**src/rtl/fkps_pkg.sv**
```systemverilog
// Shared types and constants of the framed key press sequencer.
// No dependencies.
package fkps_pkg;

  localparam int FRAME_BYTES   = 6;
  localparam int HEAD_DEPTH    = 5;
  localparam int RES_FIFO_DEPTH = 4;

  localparam int CFG_IDX_W  = 1;
  localparam int CFG_DATA_W = 11;

  localparam logic [CFG_IDX_W-1:0] CFG_IDLE_TIMEOUT = 1'd0;
  localparam logic [CFG_IDX_W-1:0] CFG_WRAP_LIMIT   = 1'd1;

  localparam logic [7:0]  IDLE_TIMEOUT_RST = 8'd20;
  localparam logic [10:0] WRAP_LIMIT_RST   = 11'd2000;

  localparam logic [8:0]  SILENCE_MAX = 9'h1FF;
  localparam logic [16:0] HELD_MAX    = 17'h1FFFF;

  localparam logic [7:0] CMD_ENTER = 8'd1;
  localparam logic [7:0] CMD_UP    = 8'd2;
  localparam logic [7:0] CMD_DOWN  = 8'd3;

  localparam logic [7:0] DAC_ENTER = 8'd100;
  localparam logic [7:0] DAC_UP    = 8'd200;
  localparam logic [7:0] DAC_DOWN  = 8'd255;

  localparam int OUT_DATA_W = 24;

  typedef enum logic [1:0] {
    EV_PUSH    = 2'd0,
    EV_RELEASE = 2'd1,
    EV_FAIL    = 2'd2
  } event_e;

  typedef struct packed {
    event_e     ev;
    logic [7:0] key_code;
    logic       dac_write;
    logic       dac_channel;
    logic [7:0] dac_value;
    logic       last;
  } res_t;

  // up to two results per request, r0 first
  typedef struct packed {
    logic [1:0] num;
    res_t       r0;
    res_t       r1;
  } res_push_t;

endpackage

```
**src/rtl/fkps_core.sv**
```systemverilog
// Frame collection, close/checksum and hold timing; builds results per request.
// Depends on fkps_pkg.
module fkps_core
  import fkps_pkg::*;
(
  input  logic                  clk_i,
  input  logic                  rst_ni,
  input  logic                  in_acc_i,
  input  logic                  in_kind_i,
  input  logic [7:0]            in_byte_i,
  input  logic                  cfg_acc_i,
  input  logic [CFG_IDX_W-1:0]  cfg_index_i,
  input  logic [CFG_DATA_W-1:0] cfg_data_i,
  output res_push_t             push_o
);

  logic [7:0]  idle_q;
  logic [10:0] wrap_q;
  logic [10:0] count_q, count_d;
  logic [7:0]  sum_q, sum_d;
  logic [7:0]  newest_q;
  logic [7:0]  head_q [HEAD_DEPTH];
  logic [8:0]  silence_q, silence_d;
  logic        held_q, held_d;
  logic [16:0] held_ticks_q, held_ticks_d;
  logic [15:0] hold_limit_q, hold_limit_d;

  logic [11:0] cnt_inc;
  logic [7:0]  sum_inc;
  logic [8:0]  sil_inc;
  logic [16:0] held_inc;
  logic [7:0]  check;
  logic        tick, is_byte, close, push, fail, release_ev;
  res_t        push_res, fail_res, rel_res;

  assign tick    = in_acc_i && in_kind_i;
  assign is_byte = in_acc_i && !in_kind_i;

  assign cnt_inc  = {1'b0, count_q} + 12'd1;
  assign sum_inc  = sum_q + in_byte_i;
  assign sil_inc  = (silence_q == SILENCE_MAX) ? silence_q : silence_q + 9'd1;
  assign held_inc = (held_ticks_q == HELD_MAX) ? held_ticks_q : held_ticks_q + 17'd1;
  assign check    = sum_q - newest_q;

  assign close      = (sil_inc > {1'b0, idle_q}) && (count_q != '0);
  assign push       = close && (check == newest_q) && (count_q == 11'(FRAME_BYTES));
  assign fail       = close && (check != newest_q);
  assign release_ev = held_q && !push && (held_inc > {1'b0, hold_limit_q});

  always_comb begin
    count_d      = count_q;
    sum_d        = sum_q;
    silence_d    = silence_q;
    held_d       = held_q;
    held_ticks_d = held_ticks_q;
    hold_limit_d = hold_limit_q;
    if (is_byte) begin
      silence_d = '0;
      if (cnt_inc >= {1'b0, wrap_q}) begin
        count_d = '0;
        sum_d   = '0;
      end else begin
        count_d = cnt_inc[10:0];
        sum_d   = sum_inc;
      end
    end else if (tick) begin
      silence_d = sil_inc;
      if (close) begin
        count_d = '0;
        sum_d   = '0;
      end
      if (push) begin
        held_d       = 1'b1;
        held_ticks_d = '0;
        hold_limit_d = {head_q[2], head_q[1]};
      end else if (held_q) begin
        held_ticks_d = held_inc;
        if (release_ev) begin
          held_d = 1'b0;
        end
      end
    end
  end

  always_ff @(posedge clk_i or negedge rst_ni) begin
    if (!rst_ni) begin
      idle_q       <= IDLE_TIMEOUT_RST;
      wrap_q       <= WRAP_LIMIT_RST;
      count_q      <= '0;
      sum_q        <= '0;
      newest_q     <= '0;
      silence_q    <= '0;
      held_q       <= 1'b0;
      held_ticks_q <= '0;
      hold_limit_q <= '0;
    end else begin
      if (cfg_acc_i) begin
        case (cfg_index_i)
          CFG_IDLE_TIMEOUT: idle_q <= cfg_data_i[7:0];
          CFG_WRAP_LIMIT:   wrap_q <= cfg_data_i;
          default: ;
        endcase
      end
      if (is_byte) begin
        newest_q <= in_byte_i;
      end
      count_q      <= count_d;
      sum_q        <= sum_d;
      silence_q    <= silence_d;
      held_q       <= held_d;
      held_ticks_q <= held_ticks_d;
      hold_limit_q <= hold_limit_d;
    end
  end

  // head bytes: no reset, only read once a full frame has written them
  always_ff @(posedge clk_i) begin
    for (int i = 0; i < HEAD_DEPTH; i++) begin
      if (is_byte && count_q == 11'(i)) begin
        head_q[i] <= in_byte_i;
      end
    end
  end

  always_comb begin
    push_res = '{ev: EV_PUSH, key_code: head_q[0], dac_write: 1'b0,
                 dac_channel: 1'b0, dac_value: 8'd0, last: 1'b1};
    case (head_q[0])
      CMD_ENTER: begin
        push_res.dac_write   = 1'b1;
        push_res.dac_channel = 1'b1;
        push_res.dac_value   = DAC_ENTER;
      end
      CMD_UP: begin
        push_res.dac_write   = 1'b1;
        push_res.dac_channel = 1'b0;
        push_res.dac_value   = DAC_UP;
      end
      CMD_DOWN: begin
        push_res.dac_write   = 1'b1;
        push_res.dac_channel = 1'b1;
        push_res.dac_value   = DAC_DOWN;
      end
      default: ;
    endcase
    fail_res = '{ev: EV_FAIL, key_code: 8'd0, dac_write: 1'b0,
                 dac_channel: 1'b0, dac_value: 8'd0, last: !release_ev};
    rel_res  = '{ev: EV_RELEASE, key_code: 8'd0, dac_write: 1'b0,
                 dac_channel: 1'b0, dac_value: 8'd0, last: 1'b1};
  end

  // push and release are exclusive; fail may be followed by release
  always_comb begin
    push_o.num = tick ? (2'(fail) + 2'(push) + 2'(release_ev)) : 2'd0;
    push_o.r0  = fail ? fail_res : (push ? push_res : rel_res);
    push_o.r1  = rel_res;
  end

endmodule

```
**src/rtl/fkps_res_fifo.sv**
```systemverilog
// Result queue: takes up to two results per cycle, hands out one.
// Depends on fkps_pkg.
module fkps_res_fifo
  import fkps_pkg::*;
#(
  parameter int DEPTH = RES_FIFO_DEPTH
) (
  input  logic      clk_i,
  input  logic      rst_ni,
  input  res_push_t push_i,
  input  logic      pop_i,
  output res_t      head_o,
  output logic      valid_o,
  output logic      room_o
);

  localparam int PTR_W = $clog2(DEPTH);
  localparam int CNT_W = PTR_W + 1;

  res_t             mem_q [DEPTH];
  logic [PTR_W-1:0] wr_q, rd_q, wr_next;
  logic [CNT_W-1:0] cnt_q;
  logic             pop;

  assign pop     = pop_i && valid_o;
  assign valid_o = (cnt_q != '0);
  assign room_o  = (cnt_q <= CNT_W'(DEPTH - 2));
  assign head_o  = mem_q[rd_q];
  assign wr_next = wr_q + PTR_W'(1);

  always_ff @(posedge clk_i) begin
    if (push_i.num != 2'd0) begin
      mem_q[wr_q] <= push_i.r0;
    end
    if (push_i.num == 2'd2) begin
      mem_q[wr_next] <= push_i.r1;
    end
  end

  always_ff @(posedge clk_i or negedge rst_ni) begin
    if (!rst_ni) begin
      wr_q  <= '0;
      rd_q  <= '0;
      cnt_q <= '0;
    end else begin
      wr_q  <= wr_q + PTR_W'(push_i.num);
      rd_q  <= rd_q + PTR_W'(pop);
      cnt_q <= cnt_q + CNT_W'(push_i.num) - CNT_W'(pop);
    end
  end

endmodule

```
**src/rtl/framed_key_press_sequencer_core.sv**
```systemverilog
// Results of a tick request enter the result queue the cycle after it is taken.
// Throughput: one request per cycle while the result queue has room for two results;
// a tick giving failure and release gives two results, sent singly on the one-wide port.
// Byte requests give no results. Config writes are taken every cycle.
// Reset (rst_ni low, async) clears counters, sums, key state and the queue;
// idle_timeout_ms returns to 20 and wrap_limit to 2000.
module framed_key_press_sequencer_core
  import fkps_pkg::*;
#(
  parameter int RES_DEPTH = RES_FIFO_DEPTH
) (
  input  logic                  clk_i,
  input  logic                  rst_ni,
  input  logic                  s_axis_tvalid,
  output logic                  s_axis_tready,
  input  logic [7:0]            s_axis_tdata,   // [7:0] rx_byte
  input  logic                  s_axis_tuser,   // [0] kind
  output logic                  m_axis_tvalid,
  input  logic                  m_axis_tready,
  output logic [OUT_DATA_W-1:0] m_axis_tdata,   // [7:0] key_code, [8] dac_write,
                                                // [9] dac_channel, [17:10] dac_value
  output logic [1:0]            m_axis_tuser,   // [1:0] event_res
  output logic                  m_axis_tlast,
  input  logic                  cfg_valid_i,
  output logic                  cfg_ready_o,
  input  logic [CFG_IDX_W-1:0]  cfg_index_i,
  input  logic [CFG_DATA_W-1:0] cfg_data_i
);

  res_push_t push;
  res_t      head;
  logic      room;

  assign cfg_ready_o   = 1'b1;
  assign s_axis_tready = room;

  fkps_core u_core (
    .clk_i       (clk_i),
    .rst_ni      (rst_ni),
    .in_acc_i    (s_axis_tvalid && s_axis_tready),
    .in_kind_i   (s_axis_tuser),
    .in_byte_i   (s_axis_tdata),
    .cfg_acc_i   (cfg_valid_i && cfg_ready_o),
    .cfg_index_i (cfg_index_i),
    .cfg_data_i  (cfg_data_i),
    .push_o      (push)
  );

  fkps_res_fifo #(
    .DEPTH (RES_DEPTH)
  ) u_fifo (
    .clk_i   (clk_i),
    .rst_ni  (rst_ni),
    .push_i  (push),
    .pop_i   (m_axis_tready),
    .head_o  (head),
    .valid_o (m_axis_tvalid),
    .room_o  (room)
  );

  assign m_axis_tdata = {6'd0, head.dac_value, head.dac_channel, head.dac_write, head.key_code};
  assign m_axis_tuser = head.ev;
  assign m_axis_tlast = head.last;

endmodule

```
**config.mk**
```make
export PLATFORM = sky130hd
export DESIGN_NAME = framed_key_press_sequencer_core
export DESIGN_NICKNAME = d
export VERILOG_FILES = /design/src/rtl/fkps_pkg.sv /design/src/rtl/fkps_core.sv /design/src/rtl/fkps_res_fifo.sv /design/src/rtl/framed_key_press_sequencer_core.sv
export SDC_FILE = /design/constraint.sdc
export NUM_CORES = 1
export LEC_CHECK = 0
export BUFFER_PORTS_ARGS = -buffer_cell sky130_fd_sc_hd__buf_2
export CORE_AREA = 2 2 127 129
export CTS_CLUSTER_DIAMETER = 100
export DETAILED_ROUTE_END_ITERATION = 10
export DIE_AREA = 0 0 129 131
export HOLD_SLACK_MARGIN = 0.1
export PLACE_DENSITY = 0.81
export SYNTH_ARGS = -nofsm -noshare
export SYNTH_HDL_FRONTEND = slang
export SYNTH_SLANG_ARGS = --single-unit
```
**constraint.sdc**
```tcl
create_clock -name clk_i -period 11 [get_ports clk_i]
set_clock_uncertainty 0.05 [all_clocks]
set_input_delay 1.65 -clock clk_i [delete_from_list [all_inputs] [get_ports clk_i]]
set_output_delay 1.65 -clock clk_i [all_outputs]
set_load 0.02 [all_outputs]
```
; ---- Yosys cells after proc, flatten, opt, wreduce, memory -nomap -nowiden
; Memories as Yosys holds them, arrays and structs flattened. A register that Yosys moved wholly into a read port is not among the register bits.
; Index checks and enable logic that the tools add are counted.
[totals]
regBits = 80
ramBits = 124
in_bits = 26
out_inout_bits = 30
word_cells = 128
n_memories = 2
[classes]
add_sub_neg = 12
magnitude_cmp = 4
eq_ne = 13
mux = 47
bitwise_logic = 2
n_reduce_logical = 37
[mem_list]
columns = memory, depth, word_bits, read_ports, rd_ports_with_merged_regs, write_ports, line_no
row1 = u_fifo.mem_q, 4, 21, 1, 0, 2, fkps_res_fifo.sv:20  ; res_t mem_q [DEPTH];
row2 = u_core.head_q, 5, 8, 3, 2, 1, fkps_core.sv:22  ; logic [7:0] head_q [HEAD_DEPTH];
[ops]
columns = op, n
row1 = $mux 8, 8
row2 = $mux 17, 3
row3 = $mux 11, 4
row4 = $reduce_or 8->1, 4
row5 = $pmux 10 s3, 1
row6 = $mux 9, 3
row7 = $eq 11x2->1 const B, 2
row8 = $eq 11x3->1 const B, 2
row9 = $mux 1, 21
row10 = $mux 21, 1
row11 = $mux 20, 1
row12 = $add 17x1->17 const B, 1
row13 = $eq 17x17->1 const B, 1
row14 = $gt 17x16->1, 1
row15 = $eq 8x2->1 const B, 2
row16 = $logic_and 1x1->1, 15
row17 = $add 11x1->12 const B, 1
row18 = $ge 12x11->1, 1
row19 = $mux 3, 4
row20 = $eq 11x1->1 const B, 1
row21 = $logic_not 11->1, 1
row22 = $reduce_bool 11->1, 1
row23 = $add 9x1->9 const B, 1
row24 = $eq 9x9->1 const B, 1
row25 = 21 further kinds, 34

; ---- Depth between registers and ports, before layout
; Gate-level depths: netlist (run 1).
[logic_depth]
ltp_word = 14
mapped_depth = 23
mapped_depth_nobuf = 21

; ---- By module
; A second synthesis (run 1) with hierarchy kept.
[hier_totals]
hier_cells = 962
hier_area_um2 = 11642.4
[modules_own_cells]
columns = mod, instances, cells_each, area_each_um2, seq_area_each_um2
row1 = fkps_core, 1, 709, 6896.6, 2932.8
row2 = fkps_res_fifo, 1, 243, 4679.5, 2697.6
row3 = framed_key_press_sequencer_core, 1, 10, 66.3, 0.0

; ---- Worst setup path after synthesis (run 1)
; No wires, ideal clock.
[synth_path]
kind = register to register
startpoint = register u_core.silence_q[0]
endpoint = register u_fifo.cnt_q[2]
setup_time_ps = 123
t_arrival_ps = 4615
slack_ps = 6213
stages_incl_launch_ff = 20
path_buffers = 1
cell_sequence = dfrtp_1 ha_1 and3_1 and3_1 nand2_1 mux2_2 ha_1 nand3b_1 a21oi_1 o41a_1 nor2_1 or4_1 buf_2 fa_1 nor2_1 inv_1 ha_1 fa_1 xor2_1 xnor2_1
[synth_via]
elab_chain_cells = 13
word_cells_on_any_way = 16
classes_between = add/sub: 5 / order compare: 1 / eq/ne: 1 / mux: 2 / reduce/logical: 7
[synth_rtl]
columns = item, line_no
row1 = from (decl), fkps_core.sv:23  ; logic [8:0] silence_q, silence_d;
row2 = from (signal assigned), fkps_core.sv:109  ; silence_q <= silence_d;
row3 = $add 9x1->9 / $eq 9x9->1 (equally long branches), fkps_core.sv:41  ; assign sil_inc = (silence_q == SILENCE_MAX) ? silence_q : silence_q + 9'd1;
row4 = $mux 9 (*), fkps_core.sv:41
row5 = $gt 9x8->1 (*), fkps_core.sv:45  ; assign close = (sil_inc > {1'b0, idle_q}) && (count_q != '0);
row6 = $logic_and 1x1->1 (*), fkps_core.sv:45
row7 = $logic_and 1x1->1 (2 in series), fkps_core.sv:46  ; assign push = close && (check == newest_q) && (count_q == 11'(FRAME_BYTES));
row8 = $logic_not 1->1, fkps_core.sv:48  ; assign release_ev = held_q && !push && (held_inc > {1'b0, hold_limit_q});
row9 = $logic_and 1x1->1 (2 in series), fkps_core.sv:48
row10 = $add 2x1->2 (*), fkps_core.sv:154  ; push_o.num = tick ? (2'(fail) + 2'(push) + 2'(release_ev)) : 2'd0;
row11 = $mux 2 (*), fkps_core.sv:154
row12 = $add 3x2->3 (*), fkps_res_fifo.sv:48  ; cnt_q <= cnt_q + CNT_W'(push_i.num) - CNT_W'(pop);
row13 = $sub 3x1->3 (*), fkps_res_fifo.sv:48
row14 = to (signal assigned), fkps_res_fifo.sv:48
row15 = to (decl), fkps_res_fifo.sv:22  ; logic [CNT_W-1:0] cnt_q;
; Mark *: on every way between the ends. The rest lies on a longest branch, timed or not.
; A chain may end at the register's enable or synchronous reset.

==> results of run 1 <==
flip-flops by register name (all words and copies together) (netlist names), 9 cells and up:
signal	flops
u_core.held_ticks_q	17
u_core.wrap_q	11
u_core.head_q	24
u_fifo.mem_q	60
u_core.silence_q	9
u_core.hold_limit_q	16
u_core.count_q	11
per-layer routing:
layer / share of wire, % / vias to the layer above
li1: - / 3545
met1: 42 / 3585
met2: 49 / 297
met3: 7.1 / 40
met4: 1.9 / 2
met5: 0.060 / -
through the flow:
| stage | setup slack, ps | hold slack, ps |
|---|---|---|
| 3_3_place_gp | 5660 | 386 |
| 5_1_grt | 5010 | 418 |
| 4_1_cts | 5470 | 403 |
| 2_1_floorplan | 6210 | 379 |
| 6_report | 5350 | 402 |
| 3_5_place_dp | 5490 | 394 |
synthesized netlist by cell type, types with 10 or more instances:
cell	count	share of area, %
a21o_1	10	0.78
a21oi_1	68	3.6
a22o_1	22	2.0
a22oi_1	12	0.94
a31oi_1	11	0.72
and3_1	12	0.78
buf_4	13	1.0
clkbuf_1	36	1.4
dfrtp_1	87	23
dfxtp_1	60	13
edfxtp_1	24	7.5
ha_1	61	8.0
inv_1	62	2.4
mux2_2	16	1.9
mux4_2	15	3.5
nand2_1	101	4.0
nand2b_1	11	0.72
nand3_1	72	3.8
nor2_1	58	2.3
o21ai_0	46	2.4
xnor2_1	27	2.5
xor2_1	21	1.9
final cells by class:
| type | count | share of cell area, % |
|---|---|---|
| Multi-Input combinational cell | 693 | 46.1 |
| Timing Repair Buffer | 53 | 2.68 |
| Clock buffer | 24 | 4.61 |
| Inverter | 62 | 2.23 |
| Clock inverter | 8 | 0.491 |
| Sequential cell | 179 | 41.3 |
| Tap cell | 216 | 2.59 |
worst register-to-register path: cells and delay by family, from the launching register on:
kind | cells | cell delay [ps]
AO/OA/AOI/OAI | 3 | 570
XOR/XNOR | 1 | 210
adder cells (fa/ha/maj) | 3 | 1030
buffers and inverters | 1 | 180
flip-flops | 1 | 440
AND/OR/NAND/NOR | 10 | 3060
power groups by stage:
stage                     Sequential, mW  Clock (mW)  Combinational [mW]
after global routing               0.864       0.590               0.739
final                              0.851       0.554               0.655
after global placement             0.856           0               0.621
after detailed placement           0.861           0               0.650
after CTS                          0.849       0.561               0.659
after floorplan                    0.812           0               0.535
kinds of logic (layout without fill, tap and decap cells):
kind of cell | after synthesis | count (layout) | synth area share (%)
multiplexers | 36 | 36 | 5.93
AND/OR/NAND/NOR | 313 | 313 | 15.7
adder cells (fa/ha/maj) | 65 | 65 | 8.81
other | 2 | 7 | 0.0784
buffers and inverters | 118 | 147 | 5.17
flip-flops | 179 | 179 | 45.0
AO/OA/AOI/OAI | 224 | 224 | 15.0
XOR/XNOR | 48 | 48 | 4.39
worst min path at each step:
stage	from	endpoint	slack, ps	depth (start not counted)
after global placement	u_fifo.mem_q[2][10]$_SDFFE_PP0P_	u_fifo.mem_q[2][10]$_SDFFE_PP0P_	390	2
after global routing	u_fifo.mem_q[3][13]$_SDFFE_PP0P_	u_fifo.mem_q[3][13]$_SDFFE_PP0P_	420	2
after detailed placement	u_fifo.mem_q[2][18]$_SDFFE_PP0P_	u_fifo.mem_q[2][18]$_SDFFE_PP0P_	390	2
final	u_fifo.mem_q[2][18]$_SDFFE_PP0P_	u_fifo.mem_q[2][18]$_SDFFE_PP0P_	400	2
after floorplan	u_fifo.mem_q[1][10]$_SDFFE_PP0P_	u_fifo.mem_q[1][10]$_SDFFE_PP0P_	380	2
after CTS	u_fifo.mem_q[2][18]$_SDFFE_PP0P_	u_fifo.mem_q[2][18]$_SDFFE_PP0P_	400	2
==> flow_summary.ini, run 1 <==
[worst_setup_path]
critPathCaptureType = flip-flop
reg2reg_from = u_core.silence_q[0]$_DFFE_PN0P_
r2r_slack_ps = 5350
path_cells = ha_1 > and3_1 > and3_1 > nand2_1 > nand3_1 > xnor2_1 > ha_1 > nand4_1 > o22a_1 > o41a_1 > nor2_1 > or4_1 > fa_1 > nor2_1 > nand2_1 > nor2_1 > inv_1 > o311ai_0
r2r_end = u_fifo.mem_q[2][19]$_SDFFE_PP1P_
worstSetupEndpoint = u_fifo.mem_q[2][19]$_SDFFE_PP1P_
start_kind = flip-flop
cp.buffers_inverters = 1
cp.required_ps = 11270
cp_max_fo = 14
cp_common_cell = nor2_1
cpMaxStageDelayCell = nor2_1
crit_family = simple AND/OR/NAND/NOR gates
path_depth = 18
rr_worst_depth = 18
critPathMaxStageDelay_ps = 930
cp_data_arrival_time_ps = 5920
worstSetupStartpoint = u_core.silence_q[0]$_DFFE_PN0P_
crit_type = reg -> reg

[finish]
finalInstanceArea_um2 = 10400
layout-drive-gt1-share_pct = 12.9
mostFrequentLayoutCell = nand2_1
fin_cells = 1235
insertedDiodeCount = 0
num-fill-cells = 1214
layout.nets = 1097
multi_input_area_um2 = 4820
layout_common_cells = nand2_1, dfrtp_1, nand3_1
regArea_um2 = 4310
fin_util_pct = 66.9
area_growth_pct = 9.03

[power]
sw_frac_of_total_pct = 34.7
powerDensity_nw_per_um2 = 197
p_seq_share_pct = 41.3
p_int_mw = 1.35
totalPowerFinal_mw = 2.06
comb_power_share_pct = 31.8
leakagePower_nw = 4.54
vdd_ir_drop_max_uv = 152
switching_power_mw = 0.714
pwr-share-clk_pct = 26.9

[place]
place_inst = 1203
hpwlAfterDp_um = 15000
place.gp.congestion = 0.911
io_buffers = 48
postPlaceCellArea_um2 = 9910

[logic_synthesis]
synth_ff_type = dfrtp_1
netlist_area_um2 = 9580
yosysSeqAreaShare_pct = 45.0
ys_ff_latch = 179
syn_avg_cell_area_um2 = 9.72
synth_edf_count = 24
ys_warn_count = 0
synth_cell_types = 66
syn_inst = 985
synthArstFlopShare_pct = 53.1

[detailed_routing]
antenna_left = 0
remaining_drc_errors = 0
drt_first_pass_iters = 5
totalWireLength_um = 21600
detail_route.wl_per_cell_um = 17.5
via_per_inst = 6.05
vias = 7469
drtIter0Drc = 617

[floorplan]
start_util_pct = 61.4
die_y_um = 131
die_x_um = 129
coreArea_um2 = 15600
die-area_um2 = 16900
io_pins = 56
rows = 46

[clock_network]
clk_pin_slew_worst_paths_ps = 70
post_cts_resized = 0
ctsHoldBuffers = 0
cts.sink_count = 179
cts-root-buf = clkbuf_16
clockBufferDepth = 2
numCtsBuffers = 17
cts_tree = yes
htree_levels = 4
post_cts_buffers = 0
clk_latency_ps = 430

[grt]
grt_most_used_layer = met2
grt_max_degree = 72
grtUsageMet1_pct = 35.4
antenna_found_initial = 1
grt_use_met3_pct = 5.66
grt_util_met2_pct = 44.9
grt_pass1_vias = 7044
grt-ovfl-total = 0
grt_usage_pct = 26.8
grt_pass1_wl_um = 35200

[timing]
worstMarginPinSlew_ps = 1190
fin_crit_sh_pct = 51.4
fmax_mhz = 177
setup_tns_ps = 0
hold_viol = 0
slew_headroom_pct = 20.1
fin_crit_ps = 5650
slew_viol_final = 0
setup_viol = 0
rsz0062_at_grt = false

[min_path]
hold_class = reg -> reg

[status]
status = finished, final reports clean

[job]
max_cap_violations = 0
(Power assumes the default switching activity.)
==> run 2: changes to the inputs <==
ABC_AREA = 1   (was default)
CORE_AREA = 2 2 137 139   (was 2 2 127 129)
DIE_AREA = 0 0 139 141   (was 0 0 129 131)
PLACE_DENSITY = 0.76   (was 0.81)
clock period = 5.1 ns   (was 11 ns; I/O delays follow)
==> run 2 against run 1 <==
  * Combinational power grew to 3.2 times the previous value
  * Sequential power grew 130%
  * Highest routed layer is now met4
  * Critical path depth grew 5
  * First-iteration DRC count grew 14%
  * Hold slack lost 46 ps
  * Clock power grew 140%
  * Global-route usage shrank 2.5 points
  * Critical path type unchanged
  * Worst setup slack lost 4900 ps
==> flow_summary.ini, run 2 <==
[power]
switching_power_mw = 2.10
powerDensity_nw_per_um2 = 488
p_int_mw = 3.25
pwr-share-clk_pct = 24.8
leakagePower_nw = 5.38
p_seq_share_pct = 36.2
vdd_ir_drop_max_uv = 376
sw_frac_of_total_pct = 39.3
comb_power_share_pct = 38.9

[floorplan]
io_pins = 56
coreArea_um2 = 18300
start_util_pct = 54.7
die_y_um = 141
die-area_um2 = 19600
rows = 50
die_x_um = 139

[timing]
slew_headroom_pct = 26.5
hold_viol = 0
slew_viol_final = 0
rsz0062_at_grt = true
worst_slack_ps = 409
fmax_mhz = 213
setup_viol = 0
worstMarginPinSlew_ps = 1100
fin_crit_ps = 4690
setup_tns_ps = 0
fin_crit_sh_pct = 92.0

[logic_synthesis]
synth_area_leaders = dfrtp_1, dfxtp_1, nand2_1
synthArstFlopShare_pct = 53.1
syn_avg_cell_area_um2 = 8.02
synth_edf_count = 24
ys_warn_count = 0
synth_common_cells = nand2_1, inv_1, o21ai_0
synth_top_area_share_pct = 21.8
synth.most_common_cell = nand2_1
ys_ff_latch = 179
netlist_area_um2 = 9990
synth_largest_area_cell = dfrtp_1
yosysSeqAreaShare_pct = 43.1
synth_cell_types = 48
syn_inst = 1245
synth_ff_type = dfrtp_1

[detailed_routing]
drt_first_pass_iters = 6
remaining_drc_errors = 0
antenna_left = 0
vias = 8350
detail_route.wl_per_cell_um = 14.8
totalWireLength_um = 22600
via_per_inst = 5.48
drtIter0Drc = 703

[worst_setup_path]
worstSetupEndpoint = u_fifo.mem_q[0][5]$_SDFFE_PP0P_
crit_family = simple AND/OR/NAND/NOR gates
cp_data_arrival_time_ps = 4960
cp.required_ps = 5370
path_depth = 23
path_cells = ha_1 > inv_1 > nor2_2 > nand2_1 > nor2_1 > inv_1 > o21ai_0 > ha_1 > a21oi_1 > o21a_1 > nor2_1 > nor2_1 > nand2_1 > nand3_1 > inv_1 > nand2_1 > fa_1 > nor2_8 > inv_1 > nor2_2 > nand3_1 > o21ai_0 > a21oi_1
r2r_end = u_fifo.mem_q[0][5]$_SDFFE_PP0P_
cp_common_cell = inv_1
cp.buffers_inverters = 4
start_kind = flip-flop
worstSetupStartpoint = u_core.silence_q[0]$_DFFE_PN0P_
r2r_slack_ps = 410
cp_max_fo = 13
cpMaxStageDelayCell = fa_1
critPathMaxStageDelay_ps = 510
rr_worst_depth = 23
crit_type = reg -> reg
reg2reg_from = u_core.silence_q[0]$_DFFE_PN0P_
critPathCaptureType = flip-flop

[finish]
layout_common_cells = nand2_1, inv_1, o21ai_0
reg.largest.list = u_fifo.mem_q: 60 flops, u_core.head_q: 24 flops, u_core.held_ticks_q: 17 flops
fin_cells = 1523
largest-register = u_fifo.mem_q
mostFrequentLayoutCell = nand2_1
num-fill-cells = 1614
layout.nets = 1367
largest_reg_flops = 60
insertedDiodeCount = 0
layout-drive-gt1-share_pct = 9.70
area_growth_pct = 9.63

[grt]
grt-ovfl-total = 0
grt_pass1_wl_um = 38900
antenna_found_initial = 0
grt_usage_pct = 24.3
grt_pass1_vias = 8140
grt_max_degree = 58

[clock_network]
clk_latency_ps = 430
post_cts_buffers = 0
htree_levels = 4
cts.sink_count = 179
clk_pin_slew_worst_paths_ps = 70
cts-root-buf = clkbuf_16
numCtsBuffers = 17
post_cts_resized = 0
cts_tree = yes
ctsHoldBuffers = 0
clockBufferDepth = 2

[place]
io_buffers = 48
hpwlAfterDp_um = 16100
place.gp.congestion = 0.884
pre_cts_ws_ps = 395
place_inst = 1491

[job]
max_cap_violations = 0

[min_path]
hold_class = in -> async

[status]
status = finished, final reports clean
## run 2: changes by cell type after synthesis, moves of 12 or more
| cell | previous run | this run |
|---|---|---|
| clkbuf_1 | 36 | 20 |
| mux4_2 | 15 | 0 |
| xnor2_1 | 27 | 10 |
| o21ai_0 | 46 | 132 |
| inv_1 | 62 | 148 |
| a22o_1 | 22 | 0 |
| nand4_1 | 8 | 25 |
| a21oi_1 | 68 | 88 |
| a22oi_1 | 12 | 0 |
| o22ai_1 | 4 | 16 |
| mux2_2 | 16 | 0 |
| nand2_1 | 101 | 258 |
| nor2_1 | 58 | 85 |
| nand3_1 | 72 | 92 |
## run 2: cells by family after synthesis
logic type / count (synthesis) / share of synthesized area (%)
and+or+nand+nor: 503 / 22.8
xor gates and xnor gates: 41 / 3.59
buffers and inverters: 203 / 8.65
AOI/OAI and AO/OA: 251 / 13.2
DFF: 179 / 43.1
other: 2 / 0.0752
muxes: 1 / 0.100
adders and majority gates: 65 / 8.44
## run 2: area by class of cell
| class | count | area, um2 | share of cell area (%) |
|---|---|---|---|
| clock inverters | 7 | 48.8 | 0.446 |
| inverters | 151 | 573 | 5.23 |
| repair buffers | 59 | 325 | 2.97 |
| flip-flops and latches | 179 | 4310 | 39.3 |
| well taps | 234 | 293 | 2.67 |
| clock buffers | 25 | 561 | 5.12 |
| multi-input cells | 868 | 4840 | 44.2 |
## run 2: worst min-delay path by stage
stage                                                 from                                to
final                                               rst_ni      u_core.idle_q[6]$_DFFE_PN0P_
after global routing                                rst_ni      u_core.idle_q[6]$_DFFE_PN0P_
after CTS                                           rst_ni      u_core.idle_q[6]$_DFFE_PN0P_
after detailed placement   u_fifo.mem_q[2][9]$_SDFFE_PP0P_   u_fifo.mem_q[2][9]$_SDFFE_PP0P_
after global placement     u_fifo.mem_q[1][0]$_SDFFE_PP1P_   u_fifo.mem_q[1][0]$_SDFFE_PP1P_
after floorplan           u_fifo.mem_q[1][19]$_SDFFE_PP1P_  u_fifo.mem_q[1][19]$_SDFFE_PP1P_
## run 2: metal layers
| metal | wire length (um) | vias up | share of wire (%) | track usage, % |
|---|---|---|---|---|
| li1 | - | 4158 | - | - |
| met2 | 10600 | 233 | 47 | 40.0 |
| met3 | 1180 | 40 | 5.2 | 4.35 |
| met4 | 456 | 0 | 2.0 | 7.92 |
| met1 | 10300 | 3919 | 46 | 32.8 |
| met5 | 0 | - | 0 | 0 |
## run 2: power by group through the flow
stage          sequential (mW)  clock [mW]  combinational [mW]
2_1_floorplan             1.89           0                1.65
3_3_place_gp              1.95           0                2.02
3_5_place_dp              1.96           0                2.08
4_1_cts                   1.93        1.35                2.09
5_1_grt                   1.97        1.40                2.38
6_report                  1.94        1.33                2.08
## run 2: per-stage QoR
stage / power, mW / utilization, % / instance area (um2) / hold slack (ps)
finish: 5.35 / 60.0 / 11000 / 355
CTS: 5.38 / 59.9 / 10900 / 375
global route: 5.76 / 60.0 / 11000 / 423
floorplan: 3.54 / - / 10000 / 383
global placement: 3.97 / 56.6 / 10300 / 395
detailed placement: 4.04 / 56.6 / 10300 / 408
